===== config.mk =====
export PLATFORM = sky130hd
export DESIGN_NAME = selective_segment_upload_scheduler
export DESIGN_NICKNAME = d
export VERILOG_FILES = /design/src/rtl/ssus_pkg.sv /design/src/rtl/selective_segment_upload_scheduler.sv
export VERILOG_INCLUDE_DIRS = /design/src /design/src/rtl
export SDC_FILE = /design/constraint.sdc
export NUM_CORES = 2
export LEC_CHECK = 0
export ABC_AREA = 1
export BUFFER_PORTS_ARGS = -buffer_cell sky130_fd_sc_hd__buf_2
export CORE_UTILIZATION = 55
export CTS_BUF_LIST = sky130_fd_sc_hd__clkbuf_4 sky130_fd_sc_hd__clkbuf_8
export CTS_CLUSTER_SIZE = 10
export DETAILED_ROUTE_END_ITERATION = 16
export PLACE_DENSITY_LB_ADDON = 0.15
export SYNTH_ARGS = -nofsm -noshare
export SYNTH_HDL_FRONTEND = slang
export SYNTH_SLANG_ARGS = --single-unit

===== constraint.sdc =====
create_clock -name clk -period 8.2 [get_ports clk]
set_input_delay 0.82 -clock clk [delete_from_list [all_inputs] [get_ports clk]]
set_output_delay 0.82 -clock clk [all_outputs]
set_load 0.02 [all_outputs]

===== src/rtl/selective_segment_upload_scheduler_defines.svh =====
// Assertion helpers; the including module supplies clk and rst_n.
`ifndef SELECTIVE_SEGMENT_UPLOAD_SCHEDULER_DEFINES_SVH
`define SELECTIVE_SEGMENT_UPLOAD_SCHEDULER_DEFINES_SVH

// same-cycle implication
`define SSUS_ASSERT_IMPL(lbl, ante, cons, msg) \
    lbl: assert property (@(posedge clk) disable iff (!rst_n) (ante) |-> (cons)) \
        else $error(msg);

// next-cycle implication
`define SSUS_ASSERT_NEXT(lbl, ante, cons, msg) \
    lbl: assert property (@(posedge clk) disable iff (!rst_n) (ante) |=> (cons)) \
        else $error(msg);

`endif


===== src/rtl/ssus_pkg.sv =====
`default_nettype none
package ssus_pkg;

    localparam int MAX_SEGMENTS_DEF = 256;
    localparam int SEG_W            = 9;
    localparam int BYTE_W           = 16;
    localparam int OFF_W            = BYTE_W + SEG_W;
    localparam int WORD_W           = 64;
    localparam int WORD_SH          = 6;
    localparam int SINCE_W          = 4;
    localparam int MAP_INTERVAL     = 10;
    localparam int RESEND_MAX       = 32767;
    localparam int CFG_IDX_W        = 2;
    localparam int CFG_W            = 16;
    localparam int S_TDATA_W        = 72;
    localparam int M_TDATA_W        = 80;

    localparam logic [CFG_IDX_W-1:0] CFG_SEGMENT_COUNT  = 2'd0;
    localparam logic [CFG_IDX_W-1:0] CFG_SEGMENT_BYTES  = 2'd1;
    localparam logic [CFG_IDX_W-1:0] CFG_UPLOAD_BYTES   = 2'd2;
    localparam logic [CFG_IDX_W-1:0] CFG_PROGRESS_LIMIT = 2'd3;

    typedef enum logic [1:0] {
        ACT_NEXT  = 2'd0,
        ACT_MAP   = 2'd1,
        ACT_START = 2'd2,
        ACT_ABORT = 2'd3
    } action_t;

    typedef enum logic [1:0] {
        PH_IDLE    = 2'd0,
        PH_CREATE  = 2'd1,
        PH_SEND    = 2'd2,
        PH_WAITMAP = 2'd3
    } phase_t;

    typedef enum logic [2:0] {
        KIND_NONE    = 3'd0,
        KIND_SEND    = 3'd1,
        KIND_REQMAP  = 3'd2,
        KIND_DONE    = 3'd3,
        KIND_REFUSED = 3'd4,
        KIND_ABORTED = 3'd5
    } kind_t;

    typedef enum logic [3:0] {
        OP_NOP      = 4'd0,
        OP_FWD_INIT = 4'd1,
        OP_GAP_INIT = 4'd2,
        OP_SCAN     = 4'd3,
        OP_MUL      = 4'd4,
        OP_CALC     = 4'd5,
        OP_SEND     = 4'd6,
        OP_DONE     = 4'd7,
        OP_REQMAP   = 4'd8,
        OP_SIMPLE   = 4'd9
    } op_t;

    typedef enum logic [2:0] {
        C_NEVER    = 3'd0,
        C_ALWAYS   = 3'd1,
        C_NO_REQ   = 3'd2,
        C_NOT_NEXT = 3'd3,
        C_HIT      = 3'd4,
        C_MORE     = 3'd5
    } cond_t;

    typedef enum logic [3:0] {
        ST_FETCH    = 4'd0,
        ST_DECODE   = 4'd1,
        ST_FWD_INIT = 4'd2,
        ST_FWD_SCAN = 4'd3,
        ST_FWD_HIT  = 4'd4,
        ST_FWD_MORE = 4'd5,
        ST_GAP_INIT = 4'd6,
        ST_GAP_SCAN = 4'd7,
        ST_GAP_HIT  = 4'd8,
        ST_GAP_MORE = 4'd9,
        ST_DONE     = 4'd10,
        ST_REQMAP   = 4'd11,
        ST_MUL      = 4'd12,
        ST_CALC     = 4'd13,
        ST_SEND     = 4'd14,
        ST_SIMPLE   = 4'd15
    } step_t;

    typedef struct packed {
        op_t   op;
        cond_t cond;
        step_t target;
        logic  ready;
        logic  hold;
    } ctrl_t;

    // control store
    function automatic ctrl_t ucode(input step_t s);
        ctrl_t c;
        c = '{op: OP_NOP, cond: C_NEVER, target: ST_FETCH, ready: 1'b0, hold: 1'b0};
        unique case (s)
            ST_FETCH:
            begin
                c.ready  = 1'b1;
                c.cond   = C_NO_REQ;
                c.target = ST_FETCH;
            end
            ST_DECODE:
            begin
                c.cond   = C_NOT_NEXT;
                c.target = ST_SIMPLE;
            end
            ST_FWD_INIT: c.op = OP_FWD_INIT;
            ST_FWD_SCAN: c.op = OP_SCAN;
            ST_FWD_HIT:
            begin
                c.cond   = C_HIT;
                c.target = ST_MUL;
            end
            ST_FWD_MORE:
            begin
                c.cond   = C_MORE;
                c.target = ST_FWD_SCAN;
            end
            ST_GAP_INIT: c.op = OP_GAP_INIT;
            ST_GAP_SCAN: c.op = OP_SCAN;
            ST_GAP_HIT:
            begin
                c.cond   = C_HIT;
                c.target = ST_REQMAP;
            end
            ST_GAP_MORE:
            begin
                c.cond   = C_MORE;
                c.target = ST_GAP_SCAN;
            end
            ST_DONE:
            begin
                c.op   = OP_DONE;
                c.hold = 1'b1;
                c.cond = C_ALWAYS;
            end
            ST_REQMAP:
            begin
                c.op   = OP_REQMAP;
                c.hold = 1'b1;
                c.cond = C_ALWAYS;
            end
            ST_MUL:  c.op = OP_MUL;
            ST_CALC: c.op = OP_CALC;
            ST_SEND:
            begin
                c.op   = OP_SEND;
                c.hold = 1'b1;
                c.cond = C_ALWAYS;
            end
            ST_SIMPLE:
            begin
                c.op   = OP_SIMPLE;
                c.hold = 1'b1;
                c.cond = C_ALWAYS;
            end
        endcase
        return c;
    endfunction

    // lowest set bit
    function automatic logic [WORD_SH-1:0] first_set(input logic [WORD_W-1:0] v);
        logic [WORD_SH-1:0] r;
        r = '0;
        for (int b = WORD_W - 1; b >= 0; b--)
        begin
            if (v[b])
            begin
                r = WORD_SH'(b);
            end
        end
        return r;
    endfunction

endpackage
`default_nettype wire


===== src/rtl/selective_segment_upload_scheduler.sv =====
// channel  dir  tdata                                         tuser      tlast
// s_*      in   create_ok, map_word, map_index (72b)          action     map_last
// m_*      out  segment_number, seg_offset, seg_length,       kind       -
//               want_map, bytes_sent, resend_total, phase_now (80b)
// cfg_*    in   write enable, index, data; no read-back
//
// Map, start and abort requests go from decode to a simple execute step that loads the result.
// Next-segment requests step a 64-bit scan unit one map word at a time, through
// scan, hit and more steps; a gap found goes on to multiply, calc and send, and a
// full rescan of up to 4 words follows when nothing lies ahead.
// Reset clears the control, upload, map and configuration state at once; no clearing pass.
// The final step of each request holds while the output register is full.
`default_nettype none
module selective_segment_upload_scheduler
    import ssus_pkg::*;
#(
    parameter int MAX_SEGMENTS = MAX_SEGMENTS_DEF
)
(
    input  wire logic                 clk,
    input  wire logic                 rst_n,
    input  wire logic                 s_tvalid,
    output logic                      s_tready,
    input  wire logic [S_TDATA_W-1:0] s_tdata,   // create_ok, map_word[64], map_index[2]
    input  wire logic [1:0]           s_tuser,   // action
    input  wire logic                 s_tlast,   // map_last
    output logic                      m_tvalid,
    input  wire logic                 m_tready,
    output logic [M_TDATA_W-1:0]      m_tdata,   // segment_number, seg_offset, seg_length,
                                                 // want_map, bytes_sent, resend_total,
                                                 // phase_now, zero pad
    output logic [2:0]                m_tuser,   // kind
    input  wire logic                 cfg_write,
    input  wire logic [CFG_IDX_W-1:0] cfg_index,
    input  wire logic [CFG_W-1:0]     cfg_data
);

`include "selective_segment_upload_scheduler_defines.svh"

    localparam int MAP_IDX_W = (MAX_SEGMENTS > WORD_W) ?
                               $clog2((MAX_SEGMENTS + WORD_W - 1) / WORD_W) : 1;
    localparam int MAP_WORDS = 1 << MAP_IDX_W;
    localparam logic [MAP_IDX_W-1:0] PTR_LAST = MAP_IDX_W'(MAP_WORDS - 1);

    // configuration
    logic [SEG_W-1:0]  seg_count_reg;
    logic [BYTE_W-1:0] seg_bytes_reg;
    logic [BYTE_W-1:0] upload_bytes_reg;
    logic [BYTE_W-1:0] limit_reg;

    // sequencer
    step_t pc_reg, pc_next;
    ctrl_t ctrl;
    logic  out_free;
    logic  exec;
    logic  take;
    logic  out_load;

    // latched request
    action_t              item_action_reg;
    logic                 item_ok_reg;
    logic [WORD_W-1:0]    item_word_reg;
    logic [1:0]           item_index_reg;
    logic                 item_last_reg;

    // upload state
    logic [WORD_W-1:0]   map_reg [MAP_WORDS];
    logic [WORD_W-1:0]   map_next [MAP_WORDS];
    phase_t              phase_reg, phase_next;
    logic [SEG_W-1:0]    scan_pos_reg, scan_pos_next;
    logic [SINCE_W-1:0]  since_reg, since_next;
    logic [BYTE_W-1:0]   prog_reg, prog_next;
    logic signed [15:0]  resend_reg, resend_next;

    // scan and send datapath
    logic [MAP_IDX_W-1:0] ptr_reg, ptr_next;
    logic [WORD_SH-1:0]   lo_off_reg, lo_off_next;
    logic                 void_reg, void_next;
    logic                 hit_reg, hit_next;
    logic                 more_reg, more_next;
    logic [SEG_W-1:0]     hit_idx_reg, hit_idx_next;
    logic [OFF_W-1:0]     off_reg, off_next;
    logic                 last_reg, last_next;
    logic [BYTE_W-1:0]    cnt_reg, cnt_next;

    // output register
    logic               out_valid_reg, out_valid_next;
    kind_t              out_kind_reg, out_kind_next;
    logic [SEG_W-1:0]   out_seg_reg, out_seg_next;
    logic [BYTE_W-1:0]  out_off_reg, out_off_next;
    logic [BYTE_W-1:0]  out_cnt_reg, out_cnt_next;
    logic               out_want_reg, out_want_next;
    logic [BYTE_W-1:0]  out_prog_reg, out_prog_next;
    logic [15:0]        out_resend_reg, out_resend_next;
    phase_t             out_phase_reg, out_phase_next;

    // combinational helpers
    logic [SEG_W-1:0]   n_active;
    logic [2:0]         n_word;
    logic [2:0]         ptr_ext;
    logic [WORD_W-1:0]  scan_word;
    logic [WORD_W-1:0]  hi_mask;
    logic [WORD_W-1:0]  lo_mask;
    logic [WORD_W-1:0]  cand;
    logic [SEG_W-1:0]   next_base;
    logic [OFF_W:0]     end_sum;
    logic [BYTE_W:0]    prog_sum;
    logic [BYTE_W-1:0]  prog_sat;
    logic [SINCE_W:0]   since_inc;
    logic signed [15:0] resend_base;
    logic signed [15:0] resend_step;

    assign ctrl     = ucode(pc_reg);
    assign out_free = !out_valid_reg || m_tready;
    assign exec     = !(ctrl.hold && !out_free);
    assign out_load = ctrl.hold && out_free;
    assign s_tready = ctrl.ready;

    assign m_tvalid = out_valid_reg;
    assign m_tuser  = out_kind_reg;
    assign m_tdata  = {4'd0, out_phase_reg, out_resend_reg, out_prog_reg, out_want_reg,
                       out_cnt_reg, out_off_reg, out_seg_reg};

    // configuration port
    always_ff @(posedge clk or negedge rst_n)
    begin
        if (!rst_n)
        begin
            seg_count_reg    <= '0;
            seg_bytes_reg    <= BYTE_W'(1);
            upload_bytes_reg <= '0;
            limit_reg        <= '0;
        end
        else if (cfg_write)
        begin
            unique case (cfg_index)
                CFG_SEGMENT_COUNT:  seg_count_reg    <= cfg_data[SEG_W-1:0];
                CFG_SEGMENT_BYTES:  seg_bytes_reg    <= cfg_data[BYTE_W-1:0];
                CFG_UPLOAD_BYTES:   upload_bytes_reg <= cfg_data[BYTE_W-1:0];
                CFG_PROGRESS_LIMIT: limit_reg        <= cfg_data[BYTE_W-1:0];
                default:            ;
            endcase
        end
    end

    // scan unit: one map word per pass
    assign n_active  = (seg_count_reg > SEG_W'(MAX_SEGMENTS)) ? SEG_W'(MAX_SEGMENTS)
                                                              : seg_count_reg;
    assign n_word    = n_active[SEG_W-1:WORD_SH];
    assign ptr_ext   = 3'(ptr_reg);
    assign scan_word = map_reg[ptr_reg];
    assign lo_mask   = {WORD_W{1'b1}} << lo_off_reg;
    assign cand      = ~scan_word & hi_mask & lo_mask & {WORD_W{!void_reg}};
    assign next_base = SEG_W'(SEG_W'(ptr_reg) + SEG_W'(1)) << WORD_SH;

    always_comb
    begin
        if (ptr_ext < n_word)
        begin
            hi_mask = {WORD_W{1'b1}};
        end
        else if (ptr_ext == n_word)
        begin
            hi_mask = ~({WORD_W{1'b1}} << n_active[WORD_SH-1:0]);
        end
        else
        begin
            hi_mask = '0;
        end
    end

    // send arithmetic
    assign end_sum     = (OFF_W+1)'(off_reg) + (OFF_W+1)'(seg_bytes_reg);
    assign prog_sum    = (BYTE_W+1)'(prog_reg) + (BYTE_W+1)'(cnt_reg);
    assign prog_sat    = (prog_sum > (BYTE_W+1)'(limit_reg)) ? limit_reg
                                                             : prog_sum[BYTE_W-1:0];
    assign since_inc   = (SINCE_W+1)'(since_reg) + (SINCE_W+1)'(1);
    assign resend_base = (last_reg && resend_reg < 0) ? 16'sd0 : resend_reg;
    assign resend_step = (resend_base >= 0 && resend_base < 16'(RESEND_MAX))
                         ? resend_base + 16'sd1 : resend_base;

    // sequencer
    always_comb
    begin
        unique case (ctrl.cond)
            C_NEVER:    take = 1'b0;
            C_ALWAYS:   take = 1'b1;
            C_NO_REQ:   take = !s_tvalid;
            C_NOT_NEXT: take = !(item_action_reg == ACT_NEXT && phase_reg == PH_SEND);
            C_HIT:      take = hit_reg;
            C_MORE:     take = more_reg;
            default:    take = 1'b0;
        endcase
    end

    always_comb
    begin
        pc_next = pc_reg;
        if (exec)
        begin
            if (take)
            begin
                pc_next = ctrl.target;
            end
            else
            begin
                pc_next = step_t'(4'(pc_reg) + 4'd1);
            end
        end
    end

    // datapath
    always_comb
    begin
        map_next        = map_reg;
        phase_next      = phase_reg;
        scan_pos_next   = scan_pos_reg;
        since_next      = since_reg;
        prog_next       = prog_reg;
        resend_next     = resend_reg;
        ptr_next        = ptr_reg;
        lo_off_next     = lo_off_reg;
        void_next       = void_reg;
        hit_next        = hit_reg;
        more_next       = more_reg;
        hit_idx_next    = hit_idx_reg;
        off_next        = off_reg;
        last_next       = last_reg;
        cnt_next        = cnt_reg;
        out_valid_next  = out_valid_reg && !m_tready;
        out_kind_next   = out_kind_reg;
        out_seg_next    = out_seg_reg;
        out_off_next    = out_off_reg;
        out_cnt_next    = out_cnt_reg;
        out_want_next   = out_want_reg;
        out_prog_next   = out_prog_reg;
        out_resend_next = out_resend_reg;
        out_phase_next  = out_phase_reg;

        if (out_load)
        begin
            out_valid_next = 1'b1;
            out_kind_next  = KIND_NONE;
            out_seg_next   = '0;
            out_off_next   = '0;
            out_cnt_next   = '0;
            out_want_next  = 1'b0;
        end

        if (exec)
        begin
            unique case (ctrl.op)
                OP_NOP: ;
                OP_FWD_INIT:
                begin
                    ptr_next    = scan_pos_reg[MAP_IDX_W+WORD_SH-1:WORD_SH];
                    lo_off_next = scan_pos_reg[WORD_SH-1:0];
                    void_next   = scan_pos_reg >= n_active;
                end
                OP_GAP_INIT:
                begin
                    ptr_next    = '0;
                    lo_off_next = '0;
                    void_next   = 1'b0;
                end
                OP_SCAN:
                begin
                    hit_next     = |cand;
                    hit_idx_next = SEG_W'({ptr_reg, first_set(cand)});
                    more_next    = !void_reg && ptr_reg != PTR_LAST && next_base < n_active;
                    ptr_next     = ptr_reg + MAP_IDX_W'(1);
                    lo_off_next  = '0;
                end
                OP_MUL:
                begin
                    off_next = OFF_W'(seg_bytes_reg) * OFF_W'(hit_idx_reg);
                end
                OP_CALC:
                begin
                    last_next = end_sum >= (OFF_W+1)'(upload_bytes_reg);
                    if (end_sum >= (OFF_W+1)'(upload_bytes_reg))
                    begin
                        cnt_next = (off_reg < OFF_W'(upload_bytes_reg))
                                   ? BYTE_W'(OFF_W'(upload_bytes_reg) - off_reg) : '0;
                    end
                    else
                    begin
                        cnt_next = seg_bytes_reg;
                    end
                end
                OP_SEND:
                begin
                    prog_next     = prog_sat;
                    resend_next   = resend_step;
                    out_kind_next = KIND_SEND;
                    out_seg_next  = hit_idx_reg + SEG_W'(1);
                    out_off_next  = off_reg[BYTE_W-1:0];
                    out_cnt_next  = cnt_reg;
                    if (last_reg)
                    begin
                        scan_pos_next = '0;
                        since_next    = '0;
                        phase_next    = PH_WAITMAP;
                        out_want_next = 1'b1;
                    end
                    else
                    begin
                        scan_pos_next = hit_idx_reg + SEG_W'(1);
                        if (since_inc >= (SINCE_W+1)'(MAP_INTERVAL))
                        begin
                            since_next    = '0;
                            phase_next    = PH_WAITMAP;
                            out_want_next = 1'b1;
                        end
                        else
                        begin
                            since_next = since_inc[SINCE_W-1:0];
                        end
                    end
                end
                OP_DONE:
                begin
                    phase_next    = PH_IDLE;
                    out_kind_next = KIND_DONE;
                end
                OP_REQMAP:
                begin
                    scan_pos_next = '0;
                    phase_next    = PH_WAITMAP;
                    out_kind_next = KIND_REQMAP;
                end
                OP_SIMPLE:
                begin
                    unique case (item_action_reg)
                        ACT_NEXT: ;
                        ACT_MAP:
                        begin
                            if (phase_reg == PH_CREATE && !item_ok_reg)
                            begin
                                phase_next    = PH_IDLE;
                                out_kind_next = KIND_REFUSED;
                            end
                            else if (phase_reg == PH_CREATE || phase_reg == PH_WAITMAP)
                            begin
                                if ({1'b0, item_index_reg} < 3'(MAP_WORDS))
                                begin
                                    map_next[item_index_reg[MAP_IDX_W-1:0]] = item_word_reg;
                                end
                                if (item_last_reg)
                                begin
                                    phase_next = PH_SEND;
                                end
                            end
                        end
                        ACT_START:
                        begin
                            if (phase_reg == PH_IDLE)
                            begin
                                for (int w = 0; w < MAP_WORDS; w++)
                                begin
                                    map_next[w] = '0;
                                end
                                scan_pos_next = '0;
                                since_next    = '0;
                                prog_next     = '0;
                                resend_next   = -16'sd1;
                                phase_next    = PH_CREATE;
                            end
                        end
                        ACT_ABORT:
                        begin
                            if (phase_reg != PH_IDLE)
                            begin
                                phase_next    = PH_IDLE;
                                out_kind_next = KIND_ABORTED;
                            end
                        end
                    endcase
                end
                default: ;
            endcase
        end

        if (out_load)
        begin
            out_prog_next   = prog_next;
            out_resend_next = resend_next;
            out_phase_next  = phase_next;
        end
    end

    always_ff @(posedge clk or negedge rst_n)
    begin
        if (!rst_n)
        begin
            pc_reg        <= ST_FETCH;
            phase_reg     <= PH_IDLE;
            scan_pos_reg  <= '0;
            since_reg     <= '0;
            prog_reg      <= '0;
            resend_reg    <= -16'sd1;
            out_valid_reg <= 1'b0;
            for (int w = 0; w < MAP_WORDS; w++)
            begin
                map_reg[w] <= '0;
            end
        end
        else
        begin
            pc_reg        <= pc_next;
            phase_reg     <= phase_next;
            scan_pos_reg  <= scan_pos_next;
            since_reg     <= since_next;
            prog_reg      <= prog_next;
            resend_reg    <= resend_next;
            out_valid_reg <= out_valid_next;
            map_reg       <= map_next;
        end
    end

    always_ff @(posedge clk)
    begin
        if (s_tvalid && s_tready)
        begin
            item_action_reg <= action_t'(s_tuser);
            item_ok_reg     <= s_tdata[0];
            item_word_reg   <= s_tdata[WORD_W:1];
            item_index_reg  <= s_tdata[WORD_W+2:WORD_W+1];
            item_last_reg   <= s_tlast;
        end
        ptr_reg         <= ptr_next;
        lo_off_reg      <= lo_off_next;
        void_reg        <= void_next;
        hit_reg         <= hit_next;
        more_reg        <= more_next;
        hit_idx_reg     <= hit_idx_next;
        off_reg         <= off_next;
        last_reg        <= last_next;
        cnt_reg         <= cnt_next;
        out_kind_reg    <= out_kind_next;
        out_seg_reg     <= out_seg_next;
        out_off_reg     <= out_off_next;
        out_cnt_reg     <= out_cnt_next;
        out_want_reg    <= out_want_next;
        out_prog_reg    <= out_prog_next;
        out_resend_reg  <= out_resend_next;
        out_phase_reg   <= out_phase_next;
    end

    `SSUS_ASSERT_NEXT(a_accept_decodes, s_tvalid && s_tready, pc_reg == ST_DECODE,
        "accepted request not decoded")
    `SSUS_ASSERT_IMPL(a_scan_while_sending, pc_reg == ST_FWD_SCAN, phase_reg == PH_SEND,
        "forward scan outside sending phase")
    `SSUS_ASSERT_IMPL(a_send_in_range, pc_reg == ST_SEND, hit_idx_reg < n_active,
        "segment beyond active count")
    `SSUS_ASSERT_IMPL(a_resend_floor, 1'b1,
        resend_reg >= -16'sd1, "resend counter below minus one")

endmodule
`default_nettype wire


==> metrics.txt <==
hold buffers post-CTS 0; synth-to-layout area growth 10.76%; pwr dens 418.4 nW/um^2; setup bufs post-CTS 0; CP dominant cell by count nand2_1; Pre-antenna DRT Iters 5; CP Capture Type register; total grt overflow 0; r2r setup slk between 1500 and 2000 ps; setup_tns 0 ps; Worst Hold Class primary input to async pin; Worst R2R Path Depth 75; Core ar. 59020 sq um; peak supply drop 0.0002741 V; crit path kind register to register; share of flip-flops with an asynchronous set or reset a little under two thirds; status completed; layout cell share with drive strength beyond 1 10.93%; Routed Antenna Nets 0; nets@finish roughly 4300; Yosys Warn Count 0; vias per cell 5.675; Slew Viols, Final 0; Final Cycle Share between 70% and 80%; Yosys reg bits 574; Achievable Freq 159.7 MHz; Slew headroom 22.14%; Die Area ~61000 sq um; largest net degree at the start of global routing between 150 and 200; Cells after Synth 3805; post-synthesis sequential area ratio between 40% and 50%; CTS Buf Count 96; Slowest-stage cell, CP nand2_1; ys flop type dfrtp_1; RSZ-0062 raised after global routing false; DR iter-0 viols roughly 2100; post-DR wirelength/cell approximately 19 um; CTS H-tree depth 3; Post-synth EDFFs approximately 160; I/O Pins 183; most frequent cells in the layout inv_1, nand2_1, dfrtp_1; Final setup violation count 0; CTS Buffer Depth 3; Data required, critical path 8770 ps; minimum clock period 6261 ps; syn avg cell area 8.639 sq um; initial antenna violation count 1; worst-margin pin slew 1165 ps; WL met3 5879 um; mapped cell area 32870 sq um; HPWL Detailed 61470 um; final wirelength between 90000 and 100000 um; Max Cap Viol 0; clock insertion delay at the later pin of the skew report 730 ps; Starting Density a little under three fifths; final-report hold violation count 0; clock transition at the registers of the reported paths 70 ps; WL met2 43170 um; first-pass GRT wire length 144300 um; Pwr Total 0.01523 W; hold_ws 132.7 ps; final estimated routing congestion in global placement 1.005; vias in the first global route 25999; final setup skew 37.86 ps; clk sink count 574; Leakage 17.93 nW; Residual DRC 0; Critical Path Start Type register; CP delay by family, top simple AND/OR/NAND/NOR gates; r2r endpoint hit_idx_reg[0]; Total GRT Usage 30.57%; met1 WL between 30000 and 40000 um; die extent in x roughly 250 um; clock root buffer clkbuf_8; die height 246.5 um; Worst Path Buf+Inv 3; max incr delay on CP 650 ps; num rows 89; r2r startpoint seg_count_reg[3]; Largest register FFs approximately 260; crit path DAT 6840 ps; Cell variety after synth 62; Vias 27127; Resize count post-CTS 0; max layer used met4; input/output buffers 173; CTS tree done; crit-path max FO 21; commonest non-fill, non-tap cell in the layout inv_1; filler instances around 5200
power breakdown:
part | total [W] | internal, W | switching, W
combinational | 0.00788 | 0.00285 | 0.00502
clock | 0.00271 | 0.00152 | 0.00119
sequential | 0.00464 | 0.00399 | 0.000651
stage by stage:
stage / instance area, sq um / setup slack (ps) / instances / utilization (%)
after detailed placement: 34320 / 2095 / 4600 / 58.15
after global placement: 34320 / 2055 / 4600 / 58.15
after CTS: 36400 / 2055 / 4779 / 61.68
after floorplan: 32880 / 1363 / 3808 / -
final: 36410 / 1939 / 4780 / 61.69
after global routing: 36410 / 1161 / 4780 / 61.69
cell type report:
class	instances	area, sq um	share of cell area [%]
tap	773	967.2	2.657
multi-input combinational	2344	14590	40.09
clock inverter	22	211.5	0.5808
clock buffer	157	1873	5.145
sequential	574	14980	41.15
inverter	706	2653	7.286
antenna	1	2.502	0.006873
timing repair buffer	203	1126	3.093
layer usage:
layer  vias up  global-route usage (%)
met5         -                       0
met2       933                   49.81
met4         0                   12.85
met3       209                   4.434
met1     13029                   40.82
li1      12956                       -
logic make-up (layout without fill, tap and decap cells):
kind of cell | after synthesis | in the layout | synth area share (%)
AOI/OAI and AO/OA | 1010 | 1010 | 17.78
and+or+nand+nor | 1000 | 1000 | 12.62
buffers and inverters | 890 | 1088 | 10.32
DFF | 574 | 574 | 45.57
adders and majority gates | 255 | 255 | 11.69
xor gates and xnor gates | 75 | 75 | 1.998
other | 1 | 5 | 0.01141
synthesized netlist by cell type, types with 33 or more instances:
library cell    n  area [sq um]
ha_1          168          2102
nand3_1       136         680.7
edfxtp_1      164          4925
xor2_1         58         508.0
fa_1           87          1742
dfrtp_1       348          8708
nor3_1         33         165.2
a21oi_1       257          1286
o21ai_0       332          1662
nand2_1       576          2162
o22ai_1       268          1677
clkbuf_1      153         574.3
inv_1         690          2590
dfxtp_1        45         900.9
nor2_1        197         739.5
how the worst max path moves through the flow:
stage	start	end	cells past startpoint	slack [ps]
after detailed placement	seg_count_reg[3]	hit_idx_reg[0]	75	2100
after global placement	seg_count_reg[3]	hit_idx_reg[0]	75	2060
final	seg_count_reg[3]	hit_idx_reg[0]	75	1940
after floorplan	ptr_reg[0]	hit_idx_reg[0]	75	1360
after CTS	seg_count_reg[3]	hit_idx_reg[0]	75	2060
after global routing	seg_count_reg[3]	hit_idx_reg[0]	75	1160
worst reg2reg max path, delay by kind of cell, from the launching register on:
family / cells / cell delay [ps]
adders and majority gates: 1 / 170
buffers and inverters: 3 / 190
and+or+nand+nor: 69 / 4840
AOI/OAI and AO/OA: 2 / 380
DFF: 1 / 580
No activity file was read; power rests on OpenSTA's default activity.
